File: src/design/leg_gait_sequencer_macros.svh
// ----------------------------------------------------------------------------
// leg gait sequencer assertion macros
// concurrent assertion wrappers, empty under synthesis
// ----------------------------------------------------------------------------
`ifndef LEG_GAIT_SEQUENCER_MACROS_SVH
`define LEG_GAIT_SEQUENCER_MACROS_SVH
`ifndef SYNTHESIS
// same-cycle implication
`define LGS_ASSERT_IMP(label, clk, rst, ante, cons) \
   label: assert property (@(posedge clk) disable iff (rst) (ante) |-> (cons)) \
      else $error("leg gait sequencer assertion failed");
// next-cycle implication
`define LGS_ASSERT_NXT(label, clk, rst, ante, cons) \
   label: assert property (@(posedge clk) disable iff (rst) (ante) |=> (cons)) \
      else $error("leg gait sequencer assertion failed");
`else
`define LGS_ASSERT_IMP(label, clk, rst, ante, cons)
`define LGS_ASSERT_NXT(label, clk, rst, ante, cons)
`endif
`endif

File: src/design/lgs_pkg.sv
// ----------------------------------------------------------------------------
// lgs_pkg
// types, mode codes, register map and fixed-point constants of the sequencer
// ----------------------------------------------------------------------------
package lgs_pkg;

   // sequencer modes
   typedef enum logic [2:0] {
      MODE_TRACK = 3'd0,
      MODE_RAISE = 3'd1,
      MODE_CYCLE = 3'd2,
      MODE_LOWER = 3'd3,
      MODE_STOP  = 3'd4
   } mode_type;

   // register indexes (byte address / 4)
   localparam logic [2:0] REG_RAISE_TIME = 3'd0;
   localparam logic [2:0] REG_CYCLE_TIME = 3'd1;
   localparam logic [2:0] REG_LOWER_TIME = 3'd2;
   localparam logic [2:0] REG_SERVO_DOWN = 3'd3;
   localparam logic [2:0] REG_SERVO_UP   = 3'd4;

   localparam int unsigned CSR_ADDR_WIDTH = 5;
   localparam int unsigned CSR_DATA_WIDTH = 32;

   // register reset values
   localparam logic [15:0] RAISE_TIME_RESET = 16'd300;
   localparam logic [15:0] CYCLE_TIME_RESET = 16'd1000;
   localparam logic [15:0] LOWER_TIME_RESET = 16'd300;
   localparam logic [11:0] SERVO_DOWN_RESET = 12'd1000;
   localparam logic [11:0] SERVO_UP_RESET   = 12'd2000;

   // percent in Q7.8
   localparam logic [14:0] PCT_95     = 15'd24320;
   localparam logic [14:0] PCT_5      = 15'd1280;
   localparam logic [14:0] PCT_1      = 15'd256;
   localparam logic [14:0] TRACK_BASE = 15'd256;

   typedef struct packed {
      logic signed [15:0] throttle;
      logic [14:0]        leg_position;
      logic [31:0]        now_ms;
      logic               halt;
   } req_type;

   typedef struct packed {
      logic [11:0] servo_pulse_us;
      mode_type    leg_mode;
      logic [14:0] position_target;
      logic        pid_running;
      logic        motor_force_zero;
   } rsp_type;

endpackage

File: src/design/leg_gait_sequencer.sv
// ----------------------------------------------------------------------------
// leg_gait_sequencer
// five-mode leg sequencer: track, raise, cycle, lower, stop
// ----------------------------------------------------------------------------
// Each request is taken into an input register, the whole mode step is
// combinational, and the result lands in an output register; a new request
// is accepted every cycle as long as results are taken. Mode, mode start
// time and cycle direction update as each request moves to the output
// register, so the next request sees them at once. Registers sit on an APB
// port at byte address 4*index and are to be written while no request is
// in flight.
`include "leg_gait_sequencer_macros.svh"

module leg_gait_sequencer
   import lgs_pkg::*;
(
   input  logic                      clock,
   input  logic                      reset,
   // request channel
   input  logic                      req_valid,
   output logic                      req_ready,
   input  req_type                   req_payload,
   // result channel
   output logic                      rsp_valid,
   input  logic                      rsp_ready,
   output rsp_type                   rsp_payload,
   // register port
   input  logic                      psel,
   input  logic                      penable,
   input  logic                      pwrite,
   input  logic [CSR_ADDR_WIDTH-1:0] paddr,
   input  logic [CSR_DATA_WIDTH-1:0] pwdata,
   output logic [CSR_DATA_WIDTH-1:0] prdata,
   output logic                      pready
);

   logic [15:0] raise_time_ff;
   logic [15:0] cycle_time_ff;
   logic [15:0] lower_time_ff;
   logic [11:0] servo_down_ff;
   logic [11:0] servo_up_ff;
   logic [2:0]  csr_index;
   logic        csr_write;

   logic        s1_valid_ff, s1_valid_in;
   req_type     s1_ff;
   logic        rsp_valid_ff, rsp_valid_in;
   rsp_type     rsp_ff, rsp_in;
   logic        advance;
   logic        req_take;

   mode_type    mode_ff, mode_in, cur_mode;
   logic [31:0] start_ff, start_in;
   logic        cycle_high_ff, cycle_high_in;

   logic [15:0] throttle_off;
   logic [21:0] scaled_full;
   logic [14:0] track_target;
   logic [14:0] cycle_target;
   logic [14:0] target;
   logic [31:0] elapsed;
   logic        raise_done, cycle_done, lower_done;
   logic [16:0] cycle_diff, cycle_abs;
   logic [16:0] out_diff, out_abs;
   logic        servo_up_sel;
   logic        running;

   // register port
   assign pready    = 1'b1;
   assign csr_index = paddr[4:2];
   assign csr_write = psel && penable && pwrite;

   always_ff @(posedge clock) begin
      if (reset) begin
         raise_time_ff <= RAISE_TIME_RESET;
         cycle_time_ff <= CYCLE_TIME_RESET;
         lower_time_ff <= LOWER_TIME_RESET;
         servo_down_ff <= SERVO_DOWN_RESET;
         servo_up_ff   <= SERVO_UP_RESET;
      end else if (csr_write) begin
         case (csr_index)
            REG_RAISE_TIME: raise_time_ff <= pwdata[15:0];
            REG_CYCLE_TIME: cycle_time_ff <= pwdata[15:0];
            REG_LOWER_TIME: lower_time_ff <= pwdata[15:0];
            REG_SERVO_DOWN: servo_down_ff <= pwdata[11:0];
            REG_SERVO_UP:   servo_up_ff   <= pwdata[11:0];
            default: ;
         endcase
      end
   end

   // register readback
   always_comb begin
      case (csr_index)
         REG_RAISE_TIME: prdata = {16'd0, raise_time_ff};
         REG_CYCLE_TIME: prdata = {16'd0, cycle_time_ff};
         REG_LOWER_TIME: prdata = {16'd0, lower_time_ff};
         REG_SERVO_DOWN: prdata = {20'd0, servo_down_ff};
         REG_SERVO_UP:   prdata = {20'd0, servo_up_ff};
         default:        prdata = '0;
      endcase
   end

   // handshake: input stage moves on when the output register is free
   assign advance      = s1_valid_ff && (!rsp_valid_ff || rsp_ready);
   assign req_ready    = !s1_valid_ff || advance;
   assign req_take     = req_valid && req_ready;
   assign s1_valid_in  = req_take || (s1_valid_ff && !advance);
   assign rsp_valid_in = advance || (rsp_valid_ff && !rsp_ready);
   assign rsp_valid    = rsp_valid_ff;
   assign rsp_payload  = rsp_ff;

   always_ff @(posedge clock) begin
      if (reset) begin
         s1_valid_ff  <= 1'b0;
         rsp_valid_ff <= 1'b0;
      end else begin
         s1_valid_ff  <= s1_valid_in;
         rsp_valid_ff <= rsp_valid_in;
      end
   end

   // payload registers
   always_ff @(posedge clock) begin
      if (req_take) begin
         s1_ff <= req_payload;
      end
      if (advance) begin
         rsp_ff <= rsp_in;
      end
   end

   // track target: 256 + round(49 * offset throttle / 128)
   assign throttle_off = {~s1_ff.throttle[15], s1_ff.throttle[14:0]};
   assign scaled_full  = {1'b0, throttle_off, 5'd0} + {2'd0, throttle_off, 4'd0}
                       + {6'd0, throttle_off} + 22'd64;
   assign track_target = TRACK_BASE + scaled_full[21:7];
   assign cycle_target = cycle_high_ff ? PCT_95 : PCT_5;

   // mode timeouts, zero limit never expires
   assign elapsed    = s1_ff.now_ms - start_ff;
   assign raise_done = (raise_time_ff != 16'd0) && (elapsed >= {16'd0, raise_time_ff});
   assign cycle_done = (cycle_time_ff != 16'd0) && (elapsed >= {16'd0, cycle_time_ff});
   assign lower_done = (lower_time_ff != 16'd0) && (elapsed >= {16'd0, lower_time_ff});

   // distance to the cycle end point
   assign cycle_diff = {2'd0, cycle_target} - {2'd0, s1_ff.leg_position};
   assign cycle_abs  = cycle_diff[16] ? (17'd0 - cycle_diff) : cycle_diff;

   // hard stop overrides the current mode before the step
   assign cur_mode = s1_ff.halt ? MODE_STOP : mode_ff;

   // next mode and servo selection
   always_comb begin
      mode_in       = cur_mode;
      cycle_high_in = cycle_high_ff;
      servo_up_sel  = 1'b0;
      target        = track_target;
      case (cur_mode)
         MODE_TRACK: begin
            if (track_target > PCT_95 && s1_ff.leg_position > PCT_95) begin
               cycle_high_in = 1'b0;
               mode_in       = MODE_RAISE;
            end else if (track_target < PCT_5 && s1_ff.leg_position < PCT_5) begin
               cycle_high_in = 1'b1;
               mode_in       = MODE_RAISE;
            end
         end
         MODE_RAISE: begin
            servo_up_sel = 1'b1;
            if (raise_done) begin
               mode_in = MODE_CYCLE;
            end
         end
         MODE_CYCLE: begin
            servo_up_sel = 1'b1;
            target       = cycle_target;
            if (cycle_done || cycle_abs < {2'd0, PCT_5}) begin
               mode_in = MODE_LOWER;
            end
         end
         MODE_LOWER: begin
            if (lower_done) begin
               mode_in = MODE_TRACK;
            end
         end
         default: begin
            if (!s1_ff.halt) begin
               mode_in = MODE_TRACK;
            end
         end
      endcase
   end

   // a mode change restarts the mode timer
   assign start_in = (mode_in != mode_ff) ? s1_ff.now_ms : start_ff;

   always_ff @(posedge clock) begin
      if (reset) begin
         mode_ff       <= MODE_STOP;
         start_ff      <= '0;
         cycle_high_ff <= 1'b0;
      end else if (advance) begin
         mode_ff       <= mode_in;
         start_ff      <= start_in;
         cycle_high_ff <= cycle_high_in;
      end
   end

   // result fields
   assign running  = (mode_in == MODE_TRACK) || (mode_in == MODE_CYCLE);
   assign out_diff = {2'd0, target} - {2'd0, s1_ff.leg_position};
   assign out_abs  = out_diff[16] ? (17'd0 - out_diff) : out_diff;

   always_comb begin
      rsp_in.servo_pulse_us   = servo_up_sel ? servo_up_ff : servo_down_ff;
      rsp_in.leg_mode         = mode_in;
      rsp_in.position_target  = target;
      rsp_in.pid_running      = running;
      rsp_in.motor_force_zero = !running || (out_abs < {2'd0, PCT_1});
   end

   // checks
   `LGS_ASSERT_NXT(a_halt_mode, clock, reset, advance && s1_ff.halt, mode_ff == MODE_STOP)
   `LGS_ASSERT_NXT(a_start_on_change, clock, reset, advance && (mode_in != mode_ff),
                   start_ff == $past(s1_ff.now_ms))
   `LGS_ASSERT_IMP(a_pid_matches_mode, clock, reset, rsp_valid_ff,
                   rsp_ff.pid_running == (rsp_ff.leg_mode == MODE_TRACK
                                          || rsp_ff.leg_mode == MODE_CYCLE))
   `LGS_ASSERT_IMP(a_idle_forces_zero, clock, reset, rsp_valid_ff && !rsp_ff.pid_running,
                   rsp_ff.motor_force_zero)

endmodule

File: config.mk
export PLATFORM = sky130hd
export DESIGN_NAME = leg_gait_sequencer
export DESIGN_NICKNAME = d
export VERILOG_FILES = /design/src/design/lgs_pkg.sv /design/src/design/leg_gait_sequencer.sv
export VERILOG_INCLUDE_DIRS = /design/src /design/src/design
export SDC_FILE = /design/constraint.sdc
export NUM_CORES = 1
export LEC_CHECK = 0
export ABC_AREA = 1
export ABC_CLOCK_PERIOD_IN_PS = 5900
export BUFFER_PORTS_ARGS = -buffer_cell sky130_fd_sc_hd__buf_2
export CORE_MARGIN = 2
export CORE_UTILIZATION = 45
export DETAILED_ROUTE_END_ITERATION = 12
export PLACE_DENSITY_LB_ADDON = 0.3
export SETUP_SLACK_MARGIN = 0.05
export SLEW_MARGIN = 15
export SYNTH_ARGS = -nofsm -noshare
export SYNTH_HDL_FRONTEND = slang
export SYNTH_SLANG_ARGS = --single-unit
File: constraint.sdc
create_clock -name clock -period 5.9 [get_ports clock]
set_input_delay 0.885 -clock clock [delete_from_list [all_inputs] [get_ports clock]]
set_output_delay 0.885 -clock clock [all_outputs]
set_load 0.005 [all_outputs]
* Yosys cells after proc, flatten, opt, wreduce, memory -nomap -nowiden
Index checks and enable logic that the tools add are counted.
** Storage, ports and cells
- Register bits after elaboration :: 206
- Output and inout bits :: 67
** Operators by class
- $add $sub $neg :: 9
- Magnitude comparators :: 9
- Equality and inequality tests :: 9
- Mux-type cells :: 17
- Bitwise logic cells :: 1
- Reduce and logical (&&, ||, !) cells :: 38
** Operator list (number)
- $ge 32x16->1 :: 3
- $pmux 16 s5 :: 1
- $reduce_bool 16->1 :: 3
- $mux 17 :: 2
- $sub 1x16->17 const A :: 2
- $sub 15x15->16 :: 2
- $sub 32x32->32 :: 1
- $gt 15x15->1 const B :: 2
- $lt 15x11->1 const B :: 2
- $mux 15 :: 2
- $add 21x20->22 :: 1
- $add 22x16->22 :: 1
- $add 22x7->22 const B :: 1
- $mux 3 :: 7
- $lt 17x11->1 const B :: 1
- $lt 17x9->1 const B :: 1
- $add 9x15->15 const A :: 1
- $eq 3x2->1 const B :: 5
- $mux 12 :: 1
- $pmux 3 s4 :: 1
- $reduce_and 2->1 :: 6
- $logic_and 1x1->1 :: 11
- $logic_not 3->1 :: 3
- $logic_or 1x1->1 :: 7
- 9 further kinds :: 16

* Logic depth before layout (Yosys ltp)
- Word-level depth :: 14
- Mapped depth :: 35
- Mapped depth without buffers :: 34

* Worst setup path before layout
Ideal clock, no wire load.
- Path type :: register -> register
- Start point :: register s1_ff[53] (netlist bit)
- End point :: register rsp_ff (netlist bit rsp_payload[0]) (data pin)
- Library setup time :: 0.255 ns
- Arrival time :: 4.314 ns
- Required time :: 5.645 ns
- Setup slack :: 1.331 ns
- Stages on the path, launching flop included :: 31
- Path buffers :: 0
- Clock period less this slack :: 4.569 ns
- Path through :: edfxtp_1 inv_1 fa_1 inv_1 ha_1 ha_1 nand2_1 nor2_1 nand3_1 nand3_1 nand2_1 nand2_2 inv_1 ha_1 nand2_1 nand2_1 inv_1 ha_1 nand2_1 nor3_1 nand2_1 o211ai_1 a41oi_1 o21ai_0 a21oi_1 o21ai_0 nor2_1 nand2_1 o21ai_0 nand4_1 nand2_1
** RTL lines
- start: declaration :: RTL line leg_gait_sequencer.sv:46 : req_type s1_ff;
- start signal: assignment :: RTL line leg_gait_sequencer.sv:126 : s1_ff <= req_payload;
- end signal: assignment :: RTL line leg_gait_sequencer.sv:129 : rsp_ff <= rsp_in;
- end: declaration :: RTL line leg_gait_sequencer.sv:48 : rsp_type rsp_ff, rsp_in;

==> flow_summary.ini <==
[clock_tree]
h-tree-depth = 1
clkSlewWorstSetupHoldPaths_ns = 0.06
cts_tree = built
cts_buffers = 25
cts-root-buf = clkbuf_16
clk_latency_ns = 0.56
cts_buffer_depth = 3
cts.sinks = 206
post-cts-setup-buffer-count = 0

[global_routing]
grt_pass1_wl_um = 64100
grt_max_degree = 91
gr-usage-met1 = 0.300
busiest_layer = met2
global_route.usage.met2 = 0.377
antenna_found_initial = 0
met3_usage = 0.0294
grt-ovfl-total = 0
grt_usage = 0.221
first_global_vias = 13000

[synth]
ys_seq_area_frac = 0.334
async_flop_share = 0
synth_most_common_cell = nand2_1
synthTopCellsByArea = edfxtp_1 (19%), nand2_1 (15%), dfxtp_1 (14%), ha_1 (11%), inv_1 (10%)
synth_top_area_share = 0.189
synth_top_flop_cell = dfxtp_1
synth_common_cells = nand2_1 (591), inv_1 (412), nor2_1 (177)
syn_area_um2 = 15200
synth_area_leader_cell = edfxtp_1
synth-seq-cells = 206
synth_edf_count = 96
ys_warn_count = 0
synth_cell_type_count = 47
syn-instance-count = 2187
syn_avg_cell_area_um2 = 6.96

[power_and_ir_drop]
p_leak_nw = 8.65
power.density_nw_per_um2 = 305
p_total_mw = 5.21
pwr-share-comb = 0.367
clock_power_share = 0.318
p_int_mw = 3.30
p_sw_mw = 1.91
switching_share = 0.367
ir_drop_mv = 0.232
p_seq_frac = 0.314

[sta]
setup_tns_ns = 0
worst_pin_slew_ns = 1.15
relSlewSlack = 0.225
final-setup-viol-count = 0
period_minus_slack_ns = 5.29
hold_violations = 0
period_share = 0.896
rsz0062_at_grt = no
fin_worst_skew_ns = 0.0326
report.final.slew_viol_count = 0
fmax_ghz = 0.189

[floorplanning]
fp.coreArea_um2 = 33400
die_height_um = 188
design.portCount = 175
start_util = 0.455
die_area_um2 = 35300
dieWidth_um = 188
rows = 67

[outcome]
status = finished clean

[drt]
drt_iter0_markers = 875
wirelength_um = 39300
post-route-drc-count = 0
drt-pass1-iter-count = 8
vias_per_cell = 5.03
wl_per_cell_um = 14.2
ant_nets = 0
vias = 14000

[critical_path]
crit_buf_inv = 1
r2r-end = rsp_payload[0]$_DFFE_PP_
rr_worst_depth = 27
startpoint = s1_ff[58]$_DFFE_PP_
slowest_stage = fa_1
crit_path_max_fanout = 6
r2r_start = s1_ff[58]$_DFFE_PP_
cp.depth = 27
crit_path_end = rsp_payload[0]$_DFFE_PP_
cp_data_arrival_time_ns = 5.57
crit_path_end_kind = flop
cp.required_ns = 6.19
start_kind = flop
critical_path.top_delay_family = adder cells
crit_type = reg2reg
reg2reg_setup_slack_ns = 0.61
crit_top_cell = nand2_1
cpPeakStageDelay_ns = 0.51

[final_layout]
diodes = 0
drive_gt1_frac = 0.0945
nNetsFinal = 2567
syn_to_final_growth_pct = 12.3

[hold_path]
min_path_type = reg2reg

[placement]
gp_congestion = 0.899
hpwl_um = 31200
port_buffers = 139

[flow_run]
drv_cap = 0
==> metal layers <==
layer	wire length (um)	up-vias	share of wire
met3	2300	44	0.058
met4	618	0	0.016
met5	0	-	0
met1	18500	6285	0.47
met2	17900	373	0.46
li1	-	7248	-
==> placed cells by master, fill, tap and decap left out, types with 13 or more instances in the layout <==
cell type / count
nand4_1: 40
a21oi_1: 155
nor2_2: 13
nand3_1: 124
o211ai_1: 21
and2_1: 14
clkbuf_16: 25
conb_1: 17
buf_2: 139
nand2_1: 591
edfxtp_1: 96
inv_1: 409
ha_1: 135
o21ai_0: 92
nor2_1: 177
xor2_1: 23
dfxtp_1: 110
fa_1: 14
nor3_1: 16
==> worst min path at each step <==
stage | from | endpoint | slack [ns] | cells after the start
4_1_cts | servo_down_ff[0]$_SDFFE_PP0P_ | servo_down_ff[0]$_SDFFE_PP0P_ | 0.47 | 2
3_3_place_gp | servo_down_ff[0]$_SDFFE_PP0P_ | servo_down_ff[0]$_SDFFE_PP0P_ | 0.45 | 2
6_report | servo_down_ff[0]$_SDFFE_PP0P_ | servo_down_ff[0]$_SDFFE_PP0P_ | 0.47 | 2
2_1_floorplan | servo_down_ff[10]$_SDFFE_PP0P_ | servo_down_ff[10]$_SDFFE_PP0P_ | 0.44 | 2
3_5_place_dp | servo_down_ff[0]$_SDFFE_PP0P_ | servo_down_ff[0]$_SDFFE_PP0P_ | 0.46 | 2
5_1_grt | req_payload[14] | s1_ff[14]$_DFFE_PP_ | 0.48 | 1
==> what timing repair did <==
action	4_1_cts	5_1_grt
hold buffers	0	0
gates resized for setup	0	1
setup endpoints to repair	0	1
==> worst reg2reg max path, delay by kind of cell (launching register included) <==
family | cells | cell delay (ns)
flops | 1 | 0.46
fa+ha+maj | 5 | 1.86
simple gates | 15 | 1.77
buf+inv | 1 | 0.08
compound gates | 6 | 0.87
==> registers in the layout, summed over array words and instances, names as in the netlist <==
name,count
servo_down_ff,12
mode_ff,3
rsp_payload,32
cycle_time_ff,16
cycle_high_ff,1
s1_valid_ff,1
rsp_valid,1
lower_time_ff,16
raise_time_ff,16
s1_ff,64
start_ff,32
servo_up_ff,12
==> power by group through the flow <==
stage | Combinational (mW) | Clock (mW) | Sequential [mW]
after floorplan | 1.44 | 0 | 1.66
after global placement | 1.84 | 0 | 1.67
after detailed placement | 1.90 | 0 | 1.67
after CTS | 1.90 | 1.70 | 1.64
after global routing | 2.20 | 1.75 | 1.65
final | 1.92 | 1.66 | 1.64
==> kinds of logic after synthesis <==
logic type                 after synthesis  synth area share
other                                    2          0.000493
adders and majority gates              149             0.129
DFF                                    206             0.334
and+or+nand+nor                       1004             0.277
AOI/OAI and AO/OA                      311             0.114
buffers and inverters                  481             0.126
xor gates and xnor gates                34            0.0196
==> area by class of cell <==
cell class | count | area [um2]
Clock buffer | 28 | 647
Multi-Input combinational cell | 1515 | 8280
Timing Repair Buffer | 143 | 726
Inverter | 419 | 1570
Fill cell | 3326 | 16300
Clock inverter | 17 | 240
Sequential cell | 206 | 5080
Tap cell | 448 | 561
==> metrics by stage <==
| step | cells | util | cell area [um2] | setup WS, ns | hold slack [ns] |
|---|---|---|---|---|---|
| floorplan | 2202 | - | 15300 | 1.33 | 0.439 |
| global placement | 2731 | 0.485 | 16200 | 0.755 | 0.448 |
| detailed placement | 2731 | 0.485 | 16200 | 0.543 | 0.460 |
| CTS | 2776 | 0.512 | 17100 | 0.539 | 0.468 |
| global route | 2776 | 0.512 | 17100 | 0.0951 | 0.478 |
| finish | 2776 | 0.512 | 17100 | 0.611 | 0.469 |
Power figures use the tool's default switching activity.
